[src/design/c3bc_pkg.sv]
package c3bc_pkg;

  localparam int PIX_W    = 8;
  localparam int WIN_TAPS = 9;
  localparam int WIN_COLS = 3;

  typedef logic [PIX_W-1:0] pix_t;
  typedef pix_t [WIN_TAPS-1:0] win_t;

  localparam pix_t PIX_MAX = 8'd255;

  // configuration port
  localparam int CFG_IDX_W  = 3;
  localparam int CFG_DATA_W = 24;
  localparam int IMG_W_REG_W = 11;
  localparam int IMG_H_REG_W = 13;
  localparam int COEF_REG_W  = 24;

  typedef enum logic [CFG_IDX_W-1:0] {
    REG_IMAGE_WIDTH  = 3'd0,
    REG_IMAGE_HEIGHT = 3'd1,
    REG_COEF_TOP     = 3'd2,
    REG_COEF_MIDDLE  = 3'd3,
    REG_COEF_BOTTOM  = 3'd4
  } cfg_reg_e;

  localparam logic [IMG_W_REG_W-1:0] IMG_W_RESET  = 11'd1024;
  localparam logic [IMG_H_REG_W-1:0] IMG_H_RESET  = 13'd1024;
  localparam logic [COEF_REG_W-1:0]  COEF_TOP_RESET = 24'h000000;
  localparam logic [COEF_REG_W-1:0]  COEF_MID_RESET = 24'h001000;
  localparam logic [COEF_REG_W-1:0]  COEF_BOT_RESET = 24'h000000;

  typedef struct packed {
    logic [COEF_REG_W-1:0] bottom;
    logic [COEF_REG_W-1:0] middle;
    logic [COEF_REG_W-1:0] top;
  } coef_t;

  // Q4.4 datapath widths
  localparam int COEF_W   = 8;
  localparam int PROD_W   = 16;
  localparam int ROWSUM_W = 18;
  localparam int SUM_W    = 20;
  localparam int FRAC_W   = 4;

  localparam int RES_FIFO_DEPTH = 4;

endpackage

[src/design/c3bc_res_fifo.sv]
module c3bc_res_fifo import c3bc_pkg::*; #(
  parameter int WIDTH = 31
) (
  input  logic             clk_i,
  input  logic             rst_ni,
  input  logic             push0_i,
  input  logic [WIDTH-1:0] data0_i,
  input  logic             push1_i,
  input  logic [WIDTH-1:0] data1_i,
  output logic             free2_o,
  output logic             valid_o,
  input  logic             ready_i,
  output logic [WIDTH-1:0] data_o
);

  localparam int PTR_W = $clog2(RES_FIFO_DEPTH);
  localparam int CNT_W = $clog2(RES_FIFO_DEPTH + 1);

  logic [WIDTH-1:0] mem [RES_FIFO_DEPTH];
  logic [PTR_W-1:0] wptr_q, wptr_d, rptr_q, rptr_d;
  logic [CNT_W-1:0] count_q, count_d;
  logic [PTR_W-1:0] wptr_nx;
  logic             pop;
  logic [1:0]       n_push;

  // push1 is only raised together with push0
  assign n_push  = {1'b0, push0_i} + {1'b0, push1_i};
  assign pop     = valid_o && ready_i;
  assign wptr_nx = wptr_q + PTR_W'(1);
  assign wptr_d  = wptr_q + PTR_W'(n_push);
  assign rptr_d  = rptr_q + PTR_W'(pop);
  assign count_d = count_q + CNT_W'(n_push) - CNT_W'(pop);

  always_ff @(posedge clk_i or negedge rst_ni) begin
    if (!rst_ni) begin
      wptr_q  <= '0;
      rptr_q  <= '0;
      count_q <= '0;
    end else begin
      wptr_q  <= wptr_d;
      rptr_q  <= rptr_d;
      count_q <= count_d;
    end
  end

  always_ff @(posedge clk_i) begin
    if (push0_i) begin
      mem[wptr_q] <= data0_i;
    end
    if (push1_i) begin
      mem[wptr_nx] <= data1_i;
    end
  end

  assign valid_o = (count_q != '0);
  assign data_o  = mem[rptr_q];
  assign free2_o = (count_q <= CNT_W'(RES_FIFO_DEPTH - 2));

endmodule

[config.mk]
export PLATFORM = sky130hd
export DESIGN_NAME = c3bc_res_fifo
export DESIGN_NICKNAME = d
export VERILOG_FILES = /design/src/design/c3bc_pkg.sv /design/src/design/c3bc_res_fifo.sv
export SDC_FILE = /design/constraint.sdc
export NUM_CORES = 1
export LEC_CHECK = 0
export ABC_CLOCK_PERIOD_IN_PS = 3900
export BUFFER_PORTS_ARGS = -buffer_cell sky130_fd_sc_hd__buf_2
export CAP_MARGIN = 10
export CORE_MARGIN = 4
export CORE_UTILIZATION = 55
export CTS_BUF_LIST = sky130_fd_sc_hd__clkbuf_8
export CTS_CLUSTER_SIZE = 24
export DETAILED_ROUTE_END_ITERATION = 8
export PLACE_DENSITY = 0.78
export SETUP_SLACK_MARGIN = 0.3
export SLEW_MARGIN = 0
export SYNTH_ARGS = -nofsm -noshare
export SYNTH_HDL_FRONTEND = slang
export SYNTH_SLANG_ARGS = --single-unit
export TNS_END_PERCENT = 100
[constraint.sdc]
create_clock -name clk_i -period 3.9 [get_ports clk_i]
set_input_delay 0.39 -clock clk_i [delete_from_list [all_inputs] [get_ports clk_i]]
set_output_delay 0.39 -clock clk_i [all_outputs]
set_load 0.01 [all_outputs]
# --- After elaboration in Yosys (flattened, before gate mapping) ---
# Memories as Yosys holds them, arrays and structs flattened.
# Index checks and enable logic that the tools add are counted.
classes:
  addsub: 6
  n_lt_le_gt_ge: 1
  n_mux: 4
  n_reduce_logical: 2
op_table:
  columns: ["cell", "n"]
  rows:
  - ["1-bit two-way mux", 4]
  - ["3-bit by 2-bit adder with 3-bit output", 1]
  - ["3-bit by 2-bit less-or-equal comparator with 1-bit output, second input constant", 1]
  - ["3-bit nonzero test", 1]
  - ["3-bit by 1-bit subtractor with 3-bit output", 1]
  - ["1-bit by 1-bit adder with 2-bit output", 1]
  - ["2-bit by 1-bit adder with 2-bit output", 1]
  - ["2-bit by 1-bit adder with 2-bit output, second input constant", 1]
  - ["2-bit adder", 1]
  - ["1-bit logical AND", 1]
totals:
  reg_bits: 7
  ramBits: 124
  in_bits: 67
  out_inout_bits: 33
  mem_count: 1
memory_table:
  columns: ["memory", "depth", "width", "rd", "rd_ports_with_merged_regs", "write_ports", "line", "source"]
  rows:
  - ["mem", 4, 31, 1, 0, 2, "c3bc_res_fifo.sv:19", "logic [WIDTH-1:0] mem [RES_FIFO_DEPTH];"]

# --- Logic depth before layout (Yosys ltp) ---
logic_depth:
  ltp_word: 3
  ltp_mapped: 8
  depth_no_buf: 8

# --- Least setup slack after synthesis ---
# No wires, ideal clock.
synth_timing:
  path_kind: "register to register"
  from: "register wptr_q[0]"
  to: "memory mem[2][0], enable pin"
  t_arrival_ns: 2.815
  t_required_ns: 3.438
  slack_ns: 0.623
  stages_incl_launch_ff: 3
  path_buffers: 0
  period_less_slack_ns: 3.277
  cell_sequence: "dfrtp_1 > nand2b_1 > o21ai_0"
synth_rtl:
  columns: ["element", "line", "source"]
  rows:
  - ["start: declaration", "c3bc_res_fifo.sv:20", "logic [PTR_W-1:0] wptr_q, wptr_d, rptr_q, rptr_d;"]
  - ["start signal: assignment", "c3bc_res_fifo.sv:40", "wptr_q <= wptr_d;"]
  - ["end: declaration", "c3bc_res_fifo.sv:19", null]

# --- Worst setup path after layout ---
layout_timing:
  from: "register rptr_q[0]"
  to: "output port data_o[8]"
layout_via:
  elab_chain_len: 1
layout_rtl:
  columns: ["element", "line", "source"]
  rows:
  - ["start: declaration", "c3bc_res_fifo.sv:20", null]
  - ["start signal: assignment", "c3bc_res_fifo.sv:41", "rptr_q <= rptr_d;"]
  - ["memory 4 x 31 bit", null, null]
  - ["end: declaration", "c3bc_res_fifo.sv:13", "output logic [WIDTH-1:0] data_o"]
# Every way passes these cells.

==> flow_summary.json <==
{
  "worst_slew_pin_slew_ns": 1.14,
  "cp.arrival_ns": 2.39,
  "ant_nets": 0,
  "antenna_found_initial": 1,
  "syn_area_um2": 6340,
  "synthXorXnorAreaFrac": 0.00690,
  "setup_viol": 0,
  "worst_hold_path_type": "input pin to flop",
  "power_density_nw_per_um2": 746,
  "grt_pass1_vias": 3795,
  "cts_buffer_depth": 2,
  "layout_commonest_cell": "edfxtp_1",
  "ir_worst_vdd_uv": 384,
  "critPathMaxFanout": 26,
  "fin_crit_sh": 0.712,
  "r2r_cells": 2,
  "gr-total-overflow": 0,
  "synthCells": 337,
  "post_cts_resized": 0,
  "multi_input_area_um2": 2370,
  "muxShareOfSynthArea": 0.332,
  "clkTransAtPathRegs_ns": 0.07,
  "htreeDepth": 4,
  "die_h_um": 115,
  "ff2ff_setup_slack_ns": 1.45,
  "die-width_um": 115,
  "synth_compound_gate_area_share": 0.00237,
  "layout-drive-gt1-share": 0.645,
  "max_freq_mhz": 360,
  "detail_route.iter0.violations": 161,
  "grt_max_degree": 33,
  "r2r_start": "wptr_q[1]",
  "cp.required_ns": 3.51,
  "via_per_inst": 5.73,
  "hold-path-endpoint": "mem[1][5]",
  "dieArea_um2": 13300,
  "nets": 517,
  "firstDrtPassIters": 4,
  "start_kind": "flop",
  "layout_common_cells": "edfxtp_1, mux2_2, buf_2",
  "fin_skew_ns": 0.0120,
  "io_buffers": 99,
  "synth_seq_cells": 131,
  "drc": 0,
  "r2r-end": "mem[2][27]",
  "synth_top_family_by_area": "multiplexers",
  "post-route-min-period_ns": 2.78,
  "start_util": 0.573,
  "numCtsBuffers": 17,
  "syn_avg_cell_area_um2": 18.8,
  "place_area_um2": 7020,
  "slew_viol_final": 0,
  "outcome": "finished clean",
  "synthSimpleGateAreaFrac": 0.00927,
  "final_cells": 597,
  "clock_sinks": 131,
  "grtUsageTotal": 0.204,
  "seq_area_um2": 3900,
  "min_path_cells": 2,
  "cp-end-kind": "primary output",
  "relSlewSlack": 0.236,
  "fin_setup_tns_ns": 0,
  "synth_fa_ha_area_frac": 0.0150,
  "cap_violations": 0,
  "yosysWarnings": 0,
  "routedWlPerCell_um": 21.3,
  "synth-seq-area-share": 0.615,
  "vias": 3420,
  "root_buffer": "clkbuf_8",
  "area_growth_pct": 17.6,
  "power_leakage_uw": 0.00271,
  "grt_pass1_wl_um": 20000,
  "insertion_delay_ns": 0.43,
  "dp_hpwl_um": 7860,
  "worstHoldStart": "data0_i[5]",
  "yosysUniqueCellTypes": 24,
  "routabilityCongestion": 0.740,
  "core_area_um2": 11100,
  "crit_type": "flop to primary output",
  "fp-row-count": 38,
  "tritoncts": "built",
  "placed_cells": 563,
  "rsz0062_at_grt": "false",
  "hold_viol": 0,
  "fin_area_um2": 7460,
  "num-fill-cells": 762,
  "ioPinCount": 100,
  "drt_wl_total_um": 12700,
  "syn_nets": 411
}
==> cell usage after synthesis <==
cell,number,area [um2]
edfxtp_1,124,3720
mux2_2,120,1350
mux4_2,31,698
buf_2,14,70.1
dfrtp_1,7,175
inv_1,7,26.3
ha_1,6,75.1
mux2_1,4,45.0
xnor2_1,4,35.0
buf_4,3,22.5
nand3b_1,2,15.0
nor2_1,2,7.51
o21ai_0,2,10.0
a21oi_1,1,5.00
and2_1,1,6.26
buf_1,1,3.75
clkbuf_1,1,3.75
fa_1,1,20.0
mux2i_1,1,10.0
nand2b_1,1,6.26
nand3_1,1,5.00
nor3b_2,1,12.5
or3_1,1,6.26
xor2_1,1,8.76
==> routing by layer <==
| metal | share of wire | vias up | global-route usage | wire length, um |
|---|---|---|---|---|
| met5 | 0.00055 | - | 0 | 7 |
| met4 | 0.0074 | 2 | 0.0626 | 94 |
| met3 | 0.060 | 11 | 0.0568 | 766 |
| met2 | 0.53 | 80 | 0.356 | 6750 |
| met1 | 0.40 | 1742 | 0.249 | 5070 |
| li1 | - | 1585 | - | - |
==> cells by family after synthesis <==
logic type | Yosys count
AOI/OAI and AO/OA | 3
xor gates and xnor gates | 5
adders and majority gates | 7
buffers and inverters | 26
DFF | 131
muxes | 156
and+or+nand+nor | 9
==> flip-flops by register name, summed over array words and instances, names as in the netlist <==
| register | flops |
|---|---|
| rptr_q | 2 |
| mem | 124 |
| wptr_q | 2 |
| count_q | 3 |
==> final cells by class <==
cell class | count | area share
Antenna cell | 1 | 0.000335
Clock buffer | 17 | 0.0314
Clock inverter | 15 | 0.0257
Inverter | 7 | 0.00352
Multi-Input combinational cell | 180 | 0.317
Sequential cell | 131 | 0.523
Tap cell | 140 | 0.0235
Timing Repair Buffer | 106 | 0.0755
==> how the worst max path moves through the flow <==
stage / startpoint / cells past startpoint / endpoint
after CTS: rptr_q[0] / 3 / data_o[9]
after floorplan: wptr_q[0] / 2 / mem[2][0]
after detailed placement: wptr_q[1] / 2 / mem[2][18]
after global routing: rptr_q[0] / 3 / data_o[9]
final: rptr_q[0] / 3 / data_o[8]
after global placement: rptr_q[0] / 3 / data_o[8]
==> through the flow <==
step,power [uW],util,hold WS (ns),setup WS [ns]
2_1_floorplan,3700,-,0.0944,0.623
3_3_place_gp,4370,0.634,0.230,1.49
3_5_place_dp,4420,0.634,0.236,1.46
4_1_cts,5630,0.673,0.265,1.02
5_1_grt,5860,0.673,0.271,0.907
6_report,5560,0.673,0.293,1.12
==> critical path, stage by stage, from the launching register on <==
cell,delay [ns]
dfrtp_2,0.96
buf_4,0.34
mux4_2,0.51
buf_2,0.15
==> where the power goes <==
group / switching [uW] / total, uW / leakage, uW / internal (uW)
clock: 527 / 1220 / 0.000210 / 690
sequential: 288 / 2430 / 0.00124 / 2140
combinational: 932 / 1920 / 0.00126 / 984
total: 1750 / 5560 / 0.00271 / 3810
==> repair_timing <==
| item | CTS | global route |
|---|---|---|
| hold buffers | 1 | 0 |
| endpoints found under the hold margin | 7 | 0 |
| buffers inserted | 0 | 0 |
Power figures use the tool's default switching activity.
