--- config.mk ---
export PLATFORM = sky130hd
export DESIGN_NAME = c3bc_mac
export DESIGN_NICKNAME = d
export VERILOG_FILES = /design/src/design/c3bc_pkg.sv /design/src/design/c3bc_mac.sv
export SDC_FILE = /design/constraint.sdc
export NUM_CORES = 2
export LEC_CHECK = 0
export BUFFER_PORTS_ARGS = -buffer_cell sky130_fd_sc_hd__buf_2
export CAP_MARGIN = 5
export CORE_ASPECT_RATIO = 0.75
export CORE_MARGIN = 8
export CORE_UTILIZATION = 64
export DETAILED_ROUTE_END_ITERATION = 8
export GPL_TIMING_DRIVEN = 1
export PLACE_DENSITY = 0.91
export SLEW_MARGIN = 20
export SYNTH_ARGS = -nofsm -noshare
export SYNTH_HDL_FRONTEND = slang
export SYNTH_SLANG_ARGS = --single-unit
--- constraint.sdc ---
create_clock -name clk_i -period 5.84 [get_ports clk_i]
set_clock_uncertainty 0.2 [all_clocks]
set_input_delay 0.292 -clock clk_i [delete_from_list [all_inputs] [get_ports clk_i]]
set_output_delay 0.292 -clock clk_i [all_outputs]
set_load 0.01 [all_outputs]
--- src/design/c3bc_pkg.sv ---
package c3bc_pkg;

  localparam int PIX_W    = 8;
  localparam int WIN_TAPS = 9;
  localparam int WIN_COLS = 3;

  typedef logic [PIX_W-1:0] pix_t;
  typedef pix_t [WIN_TAPS-1:0] win_t;

  localparam pix_t PIX_MAX = 8'd255;

  // configuration port
  localparam int CFG_IDX_W  = 3;
  localparam int CFG_DATA_W = 24;
  localparam int IMG_W_REG_W = 11;
  localparam int IMG_H_REG_W = 13;
  localparam int COEF_REG_W  = 24;

  typedef enum logic [CFG_IDX_W-1:0] {
    REG_IMAGE_WIDTH  = 3'd0,
    REG_IMAGE_HEIGHT = 3'd1,
    REG_COEF_TOP     = 3'd2,
    REG_COEF_MIDDLE  = 3'd3,
    REG_COEF_BOTTOM  = 3'd4
  } cfg_reg_e;

  localparam logic [IMG_W_REG_W-1:0] IMG_W_RESET  = 11'd1024;
  localparam logic [IMG_H_REG_W-1:0] IMG_H_RESET  = 13'd1024;
  localparam logic [COEF_REG_W-1:0]  COEF_TOP_RESET = 24'h000000;
  localparam logic [COEF_REG_W-1:0]  COEF_MID_RESET = 24'h001000;
  localparam logic [COEF_REG_W-1:0]  COEF_BOT_RESET = 24'h000000;

  typedef struct packed {
    logic [COEF_REG_W-1:0] bottom;
    logic [COEF_REG_W-1:0] middle;
    logic [COEF_REG_W-1:0] top;
  } coef_t;

  // Q4.4 datapath widths
  localparam int COEF_W   = 8;
  localparam int PROD_W   = 16;
  localparam int ROWSUM_W = 18;
  localparam int SUM_W    = 20;
  localparam int FRAC_W   = 4;

  localparam int RES_FIFO_DEPTH = 4;

endpackage

--- src/design/c3bc_mac.sv ---
module c3bc_mac import c3bc_pkg::*; (
  input  logic  clk_i,
  input  logic  adv_i,
  input  win_t  win_i,
  input  coef_t coef_i,
  output pix_t  pix_o
);

  logic [COEF_REG_W-1:0]      crow      [WIN_COLS];
  logic signed [COEF_W-1:0]   cf        [WIN_TAPS];
  logic signed [PROD_W:0]     prod_full [WIN_TAPS];
  logic signed [PROD_W-1:0]   prod_q    [WIN_TAPS];
  logic signed [ROWSUM_W-1:0] rs_d      [WIN_COLS];
  logic signed [ROWSUM_W-1:0] rs_q      [WIN_COLS];
  logic signed [SUM_W-1:0]    total;
  logic [SUM_W-FRAC_W-1:0]    whole;

  assign crow[0] = coef_i.top;
  assign crow[1] = coef_i.middle;
  assign crow[2] = coef_i.bottom;

  always_comb begin
    for (int r = 0; r < WIN_COLS; r++) begin
      for (int c = 0; c < WIN_COLS; c++) begin
        cf[r*WIN_COLS + c] = signed'(crow[r][COEF_W*c +: COEF_W]);
      end
    end
    for (int i = 0; i < WIN_TAPS; i++) begin
      prod_full[i] = $signed({1'b0, win_i[i]}) * cf[i];
    end
  end

  always_ff @(posedge clk_i) begin
    if (adv_i) begin
      for (int i = 0; i < WIN_TAPS; i++) begin
        prod_q[i] <= prod_full[i][PROD_W-1:0];
      end
    end
  end

  always_comb begin
    for (int r = 0; r < WIN_COLS; r++) begin
      rs_d[r] = ROWSUM_W'(prod_q[r*WIN_COLS]) + ROWSUM_W'(prod_q[r*WIN_COLS + 1])
              + ROWSUM_W'(prod_q[r*WIN_COLS + 2]);
    end
  end

  always_ff @(posedge clk_i) begin
    if (adv_i) begin
      rs_q <= rs_d;
    end
  end

  assign total = SUM_W'(rs_q[0]) + SUM_W'(rs_q[1]) + SUM_W'(rs_q[2]);
  assign whole = total[SUM_W-1:FRAC_W];

  // negative -> 0, floor, saturate at 255
  always_comb begin
    priority if (total[SUM_W-1]) begin
      pix_o = '0;
    end else if (whole > (SUM_W-FRAC_W)'(PIX_MAX)) begin
      pix_o = PIX_MAX;
    end else begin
      pix_o = whole[PIX_W-1:0];
    end
  end

endmodule

======== Word-level counts from Yosys, hierarchy flattened ========
Memory sizes are Yosys's and may differ from the RTL's.
Cells that the tools add are included.
operators by class
  add/subtract/negate cells ............... 8
  magnitude comparators ................... 1
  muxes and demuxes ....................... 4
  $mul .................................... 9
operators by type and width
  cell                                                  number
  multiplier 9 x 8 -> 16 bit                            9
  adder 17 x 16 -> 18 bit                               3
  adder 16 x 16 -> 17 bit                               3
  adder 19 x 18 -> 20 bit                               1
  adder 18 x 18 -> 19 bit                               1
  > comparator 16 x 8 -> 1 bit (second input constant)  1
  2-to-1 mux 8 bit                                      2
  2-to-1 mux 1 bit                                      2
storage, ports and cells
  logic and storage cells ................. 26
  input bits .............................. 146
  RAM bits ................................ 144
  output and inout port bits .............. 8
  register bits ........................... 54
  memories ................................ 1
memories
  name    depth  bits a word  read ports  clocked after memory_dff  wr ports  line            text
  prod_q  9      16           9           0                         9         c3bc_mac.sv:12  logic signed [PROD_W-1:0] prod_q [WIN_TAPS];

======== Logic depth before layout (Yosys ltp) ========
  word-level depth ........................ 5
  mapped depth ............................ 19
  gate-level depth less buffers ........... 19

======== Least setup slack after synthesis ========
OpenSTA, ideal clock, no wires.
  path type ............................... input port to flip-flop
  from .................................... input port win_i[13] (netlist bit)
  to ...................................... memory prod_q[1][15], in the netlist prod_q[0][31], data pin
  arrival time ............................ 4.114 ns
  setup time .............................. 0.258 ns
  buffers on the path ..................... 0
  cell stages on the path ................. 17
  data required time ...................... 5.382 ns
  slack ................................... 1.269 ns
  path through ............................ and2_1 fa_1 inv_1 fa_1 inv_1 fa_1 inv_1 fa_1 inv_1 ha_1 nand2b_1 a21boi_1 o311a_1 o21a_1 o21a_1 o41a_1 xnor2_1
RTL lines
  what             line            text
  start, declared  c3bc_mac.sv:4   input win_t win_i,
  end, declared    c3bc_mac.sv:12

======== Worst setup path in the final report ========
  from .................................... register rs_q[3] (netlist bit)
  to ...................................... output port pix_o[5]
between the ends
  longest elaborated chain between the ends .. 4
ends and longest elaborated chain
  what                          line            text
  start, declared               c3bc_mac.sv:14  logic signed [ROWSUM_W-1:0] rs_q [WIN_COLS];
  start signal, assigned        c3bc_mac.sv:50  rs_q <= rs_d;
  adder 19 x 18 -> 20 bit (*)   c3bc_mac.sv:54  assign total = SUM_W'(rs_q[0]) + SUM_W'(rs_q[1]) + SUM_W'(rs_q[2]);
  > comparator 16 x 8 -> 1 bit  c3bc_mac.sv:61  end else if (whole > (SUM_W-FRAC_W)'(PIX_MAX)) begin
  2-to-1 mux 8 bit              c3bc_mac.sv:61
  2-to-1 mux 8 bit (*)          c3bc_mac.sv:59  priority if (total[SUM_W-1]) begin
  end, declared                 c3bc_mac.sv:6   output pix_t pix_o
Mark *: on every way between the ends. The rest lies on a longest branch, timed or not.

==> impl_metrics.yaml <==
critical_path:
  cpMaxStageDelayCell: "a31oi_1"
  crit_chain: "inv_1, fa_1, inv_1, ha_1, nand4b_1, nor2_1, nor4_2, nor3_1, a2111oi_2, o21ai_1, nand2_1, a31oi_1, o21a_1, buf_2"
  setup.worst_path.start_class: "register"
  r2r_end: "rs_q[35]"
  r2r_cells: 13
  crit_buf_inv: 3
  timing.critical_path.mode_cell: "inv_1"
  rrSetupSlack_ns: 1.92
  cp_top_family: "compound AO/OA/AOI/OAI gates"
  path_max_fanout: 8
  required_ns: 5.35
  critPathArrivalTime_ns: 4.44
  crit_type: "reg2out"
  critPathCaptureType: "output pin"
  critPathLaunch: "rs_q[3]"
  path_depth: 14
  reg2reg_from: "prod_q[0][49]"
  crit_end: "pix_o[5]"
  max_stage_delay_ns: 0.77
placed_design:
  place.gp.congestion: 0.884
  dp_hpwl_mm: 52.9
  dpl-instance-area_sq_um: 30300
  port_buffers: 153
pwr:
  pwr-share-comb: 0.731
  power_density_nw_per_um2: 535
  p_leak_nw: 15.3
  pwr-share-clk: 0.071
  total_power_mw: 16.5
  ir_drop_uv: 428
  p_sw_mw: 7.81
  intPower_mw: 8.72
  sequentialPowerShare: 0.197
  swShare: 0.472
synthesis:
  synth_cell_types: 58
  netlist_instances: 2792
  yosysTopAreaCell: "fa_1"
  synth_area_sq_um: 28800
  synth_flop_cell: "edfxtp_1"
  yosys.cell_count.top_type: "inv_1"
  synth_common_cells: "inv_1 (537), ha_1 (426), fa_1 (401)"
  synth_edf_count: 198
  syn_nets: 3765
  synth_area_per_cell_sq_um: 10.3
  synth.area.top_cells: "fa_1 (28%), edfxtp_1 (21%), ha_1 (19%)"
  ys_seq_area_frac: 0.206
  ys_ff_latch: 198
  synth_warnings: 0
  postSynth.asyncResetShare: 0
  yosysTopAreaCellShare: 0.279
routing:
  viasPerCell: 5.67
  num_vias: 20200
  routed_wl_mm: 63.4
  drt_iter0_drc: 1716
  antenna_left: 0
  wl_per_cell_um: 17.8
  dr.pass1.iters: 6
  post-route-drc-count: 0
floorplanning:
  die_h_um: 200
  coreArea_sq_um: 44500
  start_util: 0.647
  core.rowCount: 67
  die_w_um: 261
  ioPinCount: 154
  dieArea_sq_um: 52100
clock_network:
  cts_tree: "built"
  clock_latency_ns: 0.44
  h-tree-depth: 4
  cts_resized: 0
  cts_hold_buf: 0
  clockBufferDepth: 2
  cts_root_buf: "clkbuf_16"
  postCtsSetupBuffers: 0
  clock-sinks: 198
  cts-buffers-inserted: 17
  path_clk_slew_ns: 0.08
sta:
  max_slew_margin: 0.284
  worstMarginPinSlew_ns: 1.07
  setup_viol: 0
  drv_slew: 0
  post-route-min-period_ns: 4.93
  max_freq_mhz: 203
  grt_setup_unrepaired: "no"
  setup_tns_ns: 0
  finalHoldViolCount: 0
  fin_crit_sh: 0.844
global_route:
  grt_max_degree: 116
  gr-usage-all-layers: 0.251
  grt_pass1_wl_mm: 107
  grt_pass1_vias: 22100
  antenna_found_initial: 3
  grt_overflow: 0
run_status:
  status: "finished, final reports clean"
run:
  max_cap_viol_count: 0
cells_and_area:
  area_growth_pct: 7.34
  fin_area_sq_um: 30900
  nets: 3939
  drive_above_1_share: 0.0708
worst_hold_path:
  hp-class: "in2reg"
  min_from: "coef_i[48]"
## worst register-to-register path: stages, from the launching register on
cell       delay [ns]
edfxtp_1         0.41
fa_1             0.59
ha_1             0.18
inv_1            0.07
fa_1             0.47
nor2b_1          0.18
o21ai_1          0.11
a21boi_1         0.21
o21ai_1          0.13
a2111oi_0        0.45
o21a_1           0.20
o21a_1           0.20
o221a_1          0.21
o22ai_1          0.08
## registers in the layout (all words and copies together), names as in the netlist
register and cells:
rs_q 54, prod_q 144
## final cells by class
type / instances / area (sq um)
Timing Repair Buffer: 155 / 787
Tap cell: 586 / 733
Inverter: 542 / 2030
Clock inverter: 15 / 161
Clock buffer: 17 / 425
Multi-Input combinational cell: 2052 / 20800
Antenna cell: 3 / 7.51
Fill cell: 3114 / 13600
Sequential cell: 198 / 5950
## power groups by stage
stage | Combinational, mW | Sequential [mW] | Clock (mW)
finish | 12.1 | 3.26 | 1.18
global route | 13.4 | 3.32 | 1.24
CTS | 12.0 | 3.26 | 1.19
detailed placement | 11.7 | 3.28 | 0
global placement | 11.0 | 3.26 | 0
floorplan | 8.77 | 3.10 | 0
## cells in the final DEF, fill, tap and decap left out, types with 15 or more instances in the layout
cell type and instances:
inv_1 537, ha_1 426, fa_1 401, and2_1 386, edfxtp_1 198, nand2_1 155
buf_2 152, nor2_1 134, xnor2_1 117, a21oi_1 59, nand2b_1 40, a21o_1 34
o21a_1 32, nor3_1 31, o21ai_1 27, xor2_1 27, nor2b_1 23, clkbuf_16 17
a21boi_1 15
## cells by family (layout without fill, tap and decap cells)
logic type	count (synthesis)	count (layout)	share of synthesized area
xor+xnor	144	144	0.0438
fa+ha+maj	827	827	0.464
simple gates	824	824	0.153
mux	2	2	0.000695
other cells	0	3	0
compound gates	255	255	0.0616
flops	198	198	0.206
buf+inv	542	729	0.0706
## worst min path at each step
| stage | end | slack [ns] | depth (start not counted) |
|---|---|---|---|
| 2_1_floorplan | prod_q[0][0] | 0.20 | 0 |
| 3_3_place_gp | prod_q[0][96] | 0.48 | 2 |
| 3_5_place_dp | prod_q[0][96] | 0.47 | 2 |
| 4_1_cts | prod_q[0][96] | 0.02 | 2 |
| 5_1_grt | prod_q[0][16] | 0.05 | 2 |
| 6_report | prod_q[0][96] | 0.04 | 2 |
## stage by stage
stage           util  hold WS (ns)  std cells  setup WS (ns)
4_1_cts        0.694        0.0189       3565          0.960
6_report       0.695        0.0435       3568          0.909
5_1_grt        0.695        0.0471       3568          0.659
3_3_place_gp   0.681         0.481       3533          0.980
3_5_place_dp   0.681         0.475       3533          0.862
2_1_floorplan      -         0.204       2792           1.27
## per-layer routing
| metal | global-route usage | up-vias | part of all wire |
|---|---|---|---|
| li1 | - | 9317 | - |
| met4 | 0.0703 | 0 | 0.022 |
| met1 | 0.323 | 10100 | 0.41 |
| met2 | 0.445 | 690 | 0.51 |
| met5 | 0 | - | 0 |
| met3 | 0.0335 | 134 | 0.058 |
Power figures use the tool's default switching activity.
